--- src/rtl/vbbt_pkg.sv ---
// Shared types and constants for the voxel bounding box tracker.
package vbbt_pkg;

    localparam int AXIS_BITS_DEF = 5;

    localparam logic OP_ADD    = 1'b0;
    localparam logic OP_REMOVE = 1'b1;

    typedef enum logic [1:0] {
        ST_DONE          = 2'd0,
        ST_ADD_OCCUPIED  = 2'd1,
        ST_REMOVE_ABSENT = 2'd2
    } status_t;

    // controller to datapath
    typedef struct packed {
        logic clear;
        logic capture;
        logic eval;
        logic scan;
    } vbbt_cmd_t;

    // datapath to controller
    typedef struct packed {
        logic clear_last;
        logic rescan;
        logic scan_last;
    } vbbt_stat_t;

endpackage

--- src/rtl/vbbt_ctrl.sv ---
// Sequencer: clearing pass, lookup, evaluate and slice-count rescan.
module vbbt_ctrl import vbbt_pkg::*; (
    input  logic       clk,
    input  logic       rst_n,
    input  logic       start,
    input  vbbt_stat_t stat,
    output vbbt_cmd_t  cmd,
    output logic       busy,
    output logic       done
);

    typedef enum logic [2:0] {
        S_CLEAR,
        S_IDLE,
        S_LOOKUP,
        S_EVAL,
        S_SCAN
    } state_t;

    state_t state_reg, state_next;
    logic   done_reg, done_next;

    always_comb
    begin
        state_next = state_reg;
        done_next  = 1'b0;
        case (state_reg)
            S_CLEAR:
            begin
                if (stat.clear_last)
                begin
                    state_next = S_IDLE;
                end
            end
            S_IDLE:
            begin
                if (start)
                begin
                    state_next = S_LOOKUP;
                end
            end
            S_LOOKUP:
            begin
                state_next = S_EVAL;
            end
            S_EVAL:
            begin
                if (stat.rescan)
                begin
                    state_next = S_SCAN;
                end
                else
                begin
                    state_next = S_IDLE;
                    done_next  = 1'b1;
                end
            end
            S_SCAN:
            begin
                if (stat.scan_last)
                begin
                    state_next = S_IDLE;
                    done_next  = 1'b1;
                end
            end
            default:
            begin
                state_next = S_IDLE;
            end
        endcase
    end

    always_ff @(posedge clk or negedge rst_n)
    begin
        if (!rst_n)
        begin
            state_reg <= S_CLEAR;
            done_reg  <= 1'b0;
        end
        else
        begin
            state_reg <= state_next;
            done_reg  <= done_next;
        end
    end

    assign cmd.clear   = (state_reg == S_CLEAR);
    assign cmd.capture = (state_reg == S_IDLE) && start;
    assign cmd.eval    = (state_reg == S_EVAL);
    assign cmd.scan    = (state_reg == S_SCAN);
    assign busy        = (state_reg != S_IDLE);
    assign done        = done_reg;

endmodule

--- config.mk ---
export PLATFORM = sky130hd
export DESIGN_NAME = vbbt_ctrl
export DESIGN_NICKNAME = d
export VERILOG_FILES = /design/src/rtl/vbbt_pkg.sv /design/src/rtl/vbbt_ctrl.sv
export SDC_FILE = /design/constraint.sdc
export NUM_CORES = 1
export LEC_CHECK = 0
export BUFFER_PORTS_ARGS = -buffer_cell sky130_fd_sc_hd__buf_2
export CAP_MARGIN = 0
export CORE_AREA = 2 2 39 41
export CTS_CLUSTER_DIAMETER = 200
export DETAILED_ROUTE_END_ITERATION = 8
export DIE_AREA = 0 0 41 43
export MAX_ROUTING_LAYER = met4
export SYNTH_ARGS = -nofsm -noshare
export SYNTH_HDL_FRONTEND = slang
export SYNTH_SLANG_ARGS = --single-unit
--- constraint.sdc ---
create_clock -name clk -period 1.4 [get_ports clk]
set_input_delay 0.14 -clock clk [delete_from_list [all_inputs] [get_ports clk]]
set_output_delay 0.14 -clock clk [all_outputs]
set_load 0.02 [all_outputs]
==> results of run 1 <==
## per-stage QoR
stage | util, % | instance area [µm²] | hold slack (ns) | std cells
6_report | 27.3 | 378 | 0.124 | 57
5_1_grt | 27.3 | 378 | 0.132 | 57
4_1_cts | 25.9 | 358 | 0.119 | 57
3_5_place_dp | 23.3 | 323 | -0.0494 | 53
3_3_place_gp | 23.3 | 323 | -0.0470 | 53
2_1_floorplan | - | 225 | -0.156 | 23
## final timing paths
kind	start	end	slack [ns]	cells after the start
max	state_reg[1]	cmd[2]	0.01	3
min	stat[1]	done	0.12	2
max reg2reg	state_reg[1]	state_reg[0]	0.25	4
min reg2reg	state_reg[2]	state_reg[1]	0.56	2
max in group asynchronous	rst_n	state_reg[0]	1.04	2
min in group asynchronous	rst_n	state_reg[1]	0.24	2
## area by class of cell
type | count | share of cell area (%)
well taps | 16 | 5.30
multi-input cells | 18 | 35.8
clock buffers | 3 | 5.96
flip-flops and latches | 4 | 26.5
inverters | 1 | 0.993
repair buffers | 15 | 25.5
## synth_stat cells (all sizes together)
cell type  count
dfrtp          4
nand2          3
nor2           3
and2b          2
nor3           2
a21o           1
a21oi          1
inv            1
nand2b         1
nand3b         1
nor3b          1
o31ai          1
o32ai          1
or3b           1
## power groups by stage
stage | registers, mW | logic [mW] | clock network (mW)
floorplan | 0.219 | 0.242 | 0
global placement | 0.178 | 0.434 | 0
detailed placement | 0.179 | 0.437 | 0
CTS | 0.177 | 0.448 | 0.148
global route | 0.181 | 0.523 | 0.157
finish | 0.177 | 0.484 | 0.145
## cell families (layout without fill, tap and decap cells)
family                 Yosys count  count (layout)  share of synthesized area [%]
AO/OA/AOI/OAI                    4               4                           16.1
AND/OR/NAND/NOR                 14              14                           37.8
buffers and inverters            1              19                           1.67
flip-flops                       4               4                           44.4
## worst reg2reg max path, cell delays in order (launching register included)
cell	delay, ns
dfrtp_1	0.38
buf_4	0.17
nor3b_4	0.21
and2b_1	0.18
o32ai_2	0.08
## per-layer routing
metal	track usage, %	up-vias	wire length [µm]
met5	-	-	0
met4	12.0	0	26
met3	7.85	2	60
met2	9.69	12	237
met1	11.0	100	279
li1	-	117	-
## what timing repair did
item / 4_1_cts / 5_1_grt
setup buffers: 0 / 0
endpoints found under the setup margin: 1 / 2
hold endpoints to repair: 4 / 0
hold buffers: 1 / 0
resized for setup: 1 / 5
==> results.sh, run 1 <==
export IMPL_outcome="completed"
export IMPL_intPower_uw=474
export IMPL_num_antenna_cells=0
export IMPL_final_common_cell="buf_2"
export IMPL_synth_area_um2=225
export IMPL_largest_register_ffs=3
export IMPL_cp_end_kind="output pin"
export IMPL_cts_root_buffer="clkbuf_4"
export IMPL_layout_common_cells="9 x buf_2, 4 x dfrtp_1, 4 x buf_4"
export IMPL_dieWidth_um=41
export IMPL_powerDensity_nw_per_um2=2130
export IMPL_yosys_warnings=0
export IMPL_fin_nets=49
export IMPL_core_area_um2=1380
export IMPL_p_leak_nw=0.198
export IMPL_cts_tree="done"
export IMPL_slew_headroom_pct=84.9
export IMPL_synthTopCellsByArea="dfrtp_1 44%, o32ai_2 7.2%, and2b_1 6.7%"
export IMPL_antenna_left=0
export IMPL_port_buffers=11
export IMPL_io_pins=12
export IMPL_detail_route_first_pass_iterations=4
export IMPL_ys_seq_area_share_pct=44.4
export IMPL_rsz0062_at_grt="true"
export IMPL_drc=0
export IMPL_wl_per_cell_um=10.6
export IMPL_cp_max_fo=3
export IMPL_start_kind="flip-flop"
export IMPL_syn_avg_cell_area_um2=9.79
export IMPL_cp_top_family="simple AND/OR/NAND/NOR gates"
export IMPL_hold_class="in2reg"
export IMPL_grt_pass1_wl_um=979
export IMPL_crit_path_max_incr_delay_ns=0.41
export IMPL_arrival_ns=1.25
export IMPL_maxCapViolCount=0
export IMPL_p_seq_share_pct=21.9
export IMPL_fin_worst_skew_ns=0.00589
export IMPL_rows=14
export IMPL_fmax_ghz=0.722
export IMPL_pwr_share_comb_pct=60.1
export IMPL_cp_cell_sequence="or3b_4 -> nor2_4 -> buf_6"
export IMPL_final_setup_tns_ns=0
export IMPL_cts_clk_slew_worst_paths_ns=0.04
export IMPL_peakVddDrop_mv=0.957
export IMPL_fin_crit_ns=1.39
export IMPL_slowest_stage="or3b_4"
export IMPL_power_frac_clock_pct=17.9
export IMPL_synth_top_area_share_pct=44.4
export IMPL_grt_max_degree=8
export IMPL_power_uw=806
export IMPL_vias_per_cell=4.05
export IMPL_report_final_slew_viol_count=0
export IMPL_routed_wl_um=604
export IMPL_clk_insertion_delay_late_ns=0.24
export IMPL_worst_slew_pin_slew_ns=0.224
export IMPL_p_sw_share_pct=41.2
export IMPL_synth_nets=29
export IMPL_multi_input_area_um2=135
export IMPL_fp_dieArea_um2=1760
export IMPL_worstSetupPathType="reg2out"
export IMPL_gr_usage_all_layers_pct=10.1
export IMPL_synth_cells=23
export IMPL_numCtsBuffers=3
export IMPL_dpl_hpwl_um=451
export IMPL_drt_iter0_drc=2
export IMPL_n_fill_cell=148
export IMPL_ys_ff_latch=4
export IMPL_clk_path_buf_depth=2
export IMPL_synthDistinctLibCells=14
export IMPL_antenna_found_initial=0
export IMPL_worstPathRequired_ns=1.26
export IMPL_start_util_pct=16.3
export IMPL_htreeDepth=1
export IMPL_overflow=0
export IMPL_register_area_um2=100
export IMPL_grt_pass1_vias=217
export IMPL_cts_sinks=4
export IMPL_setup_viol=0
export IMPL_yosysTopAreaCell="dfrtp_1"
export IMPL_pre_cts_ws_ns=0.244
export IMPL_timing_final_ws_setup_ns=0.0148
export IMPL_area_growth_synth_to_final_pct=67.8
export IMPL_place_gp_congestion=0.742
export IMPL_drive_gt1_share_pct=51.2
export IMPL_p_sw_uw=332
export IMPL_period_share_pct=98.9
export IMPL_die_h_um=43
export IMPL_worst_path_buf_inv=1
export IMPL_finalHoldViolations=0
export IMPL_vias=231
(Power assumes the default switching activity.)
==> run 2: changes to the inputs <==
==> constraint.sdc (replaced) <==
create_clock -name clk -period 1.1 [get_ports clk]
set_input_delay 0.11 -clock clk [delete_from_list [all_inputs] [get_ports clk]]
set_output_delay 0.11 -clock clk [all_outputs]
set_load 0.02 [all_outputs]
==> results.sh, run 2 (synthesis results as in run 1) <==
export IMPL_violations="negative setup slack"
export IMPL_outcome="complete, but fails checks"
export IMPL_antenna_left=0
export IMPL_rows=14
export IMPL_worstPathRequired_ns=0.99
export IMPL_maxCapViolCount=0
export IMPL_place_area_um2=353
export IMPL_worst_slew_pin_slew_ns=0.204
export IMPL_finalInstanceArea_um2=477
export IMPL_start_kind="flip-flop"
export IMPL_die_h_um=43
export IMPL_timing_final_ws_setup_ns=-0.253
export IMPL_cts_root_buffer="clkbuf_4"
export IMPL_pre_cts_ws_ns=-0.0545
export IMPL_place_gp_congestion=0.798
export IMPL_start_util_pct=16.3
export IMPL_critical_path_startpoint="state_reg[1]"
export IMPL_io_pins=12
export IMPL_final_cells=63
export IMPL_drc=0
export IMPL_drt_iter0_drc=0
export IMPL_worstHoldStart="start"
export IMPL_period_share_pct=123
export IMPL_cts_sinks=4
export IMPL_postLayoutCoreUtil_pct=34.4
export IMPL_cp_top_family="simple AND/OR/NAND/NOR gates"
export IMPL_area_growth_synth_to_final_pct=112
export IMPL_dieWidth_um=41
export IMPL_grt_pass1_vias=247
export IMPL_routed_wl_um=619
export IMPL_detail_route_first_pass_iterations=1
export IMPL_antenna_found_initial=0
export IMPL_port_buffers=11
export IMPL_powerDensity_nw_per_um2=2710
export IMPL_cts_tree="done"
export IMPL_cp_end_kind="output pin"
export IMPL_final_setup_tns_ns=-1.17
export IMPL_fp_dieArea_um2=1760
export IMPL_arrival_ns=1.24
export IMPL_fin_crit_ns=1.35
export IMPL_peakVddDrop_mv=1.19
export IMPL_htreeDepth=1
export IMPL_worstSetupPathType="reg2out"
export IMPL_largest_register_ffs=3
export IMPL_fin_worst_skew_ns=0.00921
export IMPL_timing_rr_start="state_reg[2]"
export IMPL_fmax_ghz=0.739
export IMPL_clk_path_buf_depth=2
export IMPL_fin_nets=54
export IMPL_grt_pass1_wl_um=966
export IMPL_cp_max_fo=3
export IMPL_vias=256
export IMPL_grt_max_degree=7
export IMPL_cp_cell_sequence="or3b_4 -> nor2_4 -> buf_6"
export IMPL_gr_usage_all_layers_pct=8.68
export IMPL_hold_slack_ns=0.0848
export IMPL_dpl_hpwl_um=433
export IMPL_hold_class="in2reg"
export IMPL_power_mw=1.29
export IMPL_dp_cells=55
export IMPL_crit_path_max_incr_delay_ns=0.43
export IMPL_numCtsBuffers=3
export IMPL_overflow=0
export IMPL_final_common_cell="buf_6"
export IMPL_wl_per_cell_um=9.83
export IMPL_vias_per_cell=4.06
export IMPL_layout_common_cells="8 x buf_6, 7 x buf_2, 4 x buf_4"
export IMPL_finalHoldViolations=0
export IMPL_core_area_um2=1380
export IMPL_slowest_stage="or3b_4"
export IMPL_slew_headroom_pct=86.3
export IMPL_rsz0062_at_grt="true"
export IMPL_cts_clk_slew_worst_paths_ns=0.04
export IMPL_num_antenna_cells=0
export IMPL_clk_insertion_delay_late_ns=0.24
export IMPL_worst_path_buf_inv=1
export IMPL_report_final_slew_viol_count=0
export IMPL_drive_gt1_share_pct=66.0
export IMPL_setup_viol=7
export IMPL_p_leak_nw=0.242
run 2: changes by cell type in the layout (fill, tap and decap cells not counted), sizes merged:
cell,delta
buf,+5
clkbuf,+1
run 2: path summary, 6_finish.rpt:
path / depth (start not counted) / slack [ns] / to
min in group asynchronous: 2 / 0.20 / done
hold reg to reg: 2 / 0.61 / state_reg[0]
setup reg to reg: 5 / -0.14 / state_reg[0]
max in group asynchronous: 2 / 0.77 / state_reg[0]
setup / recovery: 3 / -0.25 / cmd[2]
hold / removal: 2 / 0.08 / state_reg[0]
run 2: worst reg2reg max path, cell delays in order (launching register included):
cell	delay, ns
dfrtp_1	0.39
buf_6	0.13
buf_6	0.11
nor3b_4	0.15
and2b_1	0.18
o32ai_2	0.20
run 2: final cells by class:
type	count	area, µm²
clock buffer	4	26.3
tap	16	20.0
sequential	4	101
fill	132	907
timing repair buffer	20	165
multi-input combinational	18	160
inverter	1	3.75
run 2: repair_timing:
| item | CTS | global route |
|---|---|---|
| endpoints found under the setup margin | 7 | 8 |
| pin swaps | 4 | 2 |
| hold endpoints to repair | 4 | 0 |
| hold buffers | 1 | 0 |
| buffers inserted | 3 | 0 |
| resized for setup | 17 | 1 |
run 2: metal layers:
metal	global-route usage, %	part of all wire [%]
met1	11.4	45
met2	10.6	46
met3	4.71	8.2
met4	4.00	0
met5	-	0
run 2: report_power, final:
group / switching [mW] / internal (mW)
combinational: 0.397 / 0.450
sequential: 0.0362 / 0.204
clock: 0.0673 / 0.137
total: 0.501 / 0.791
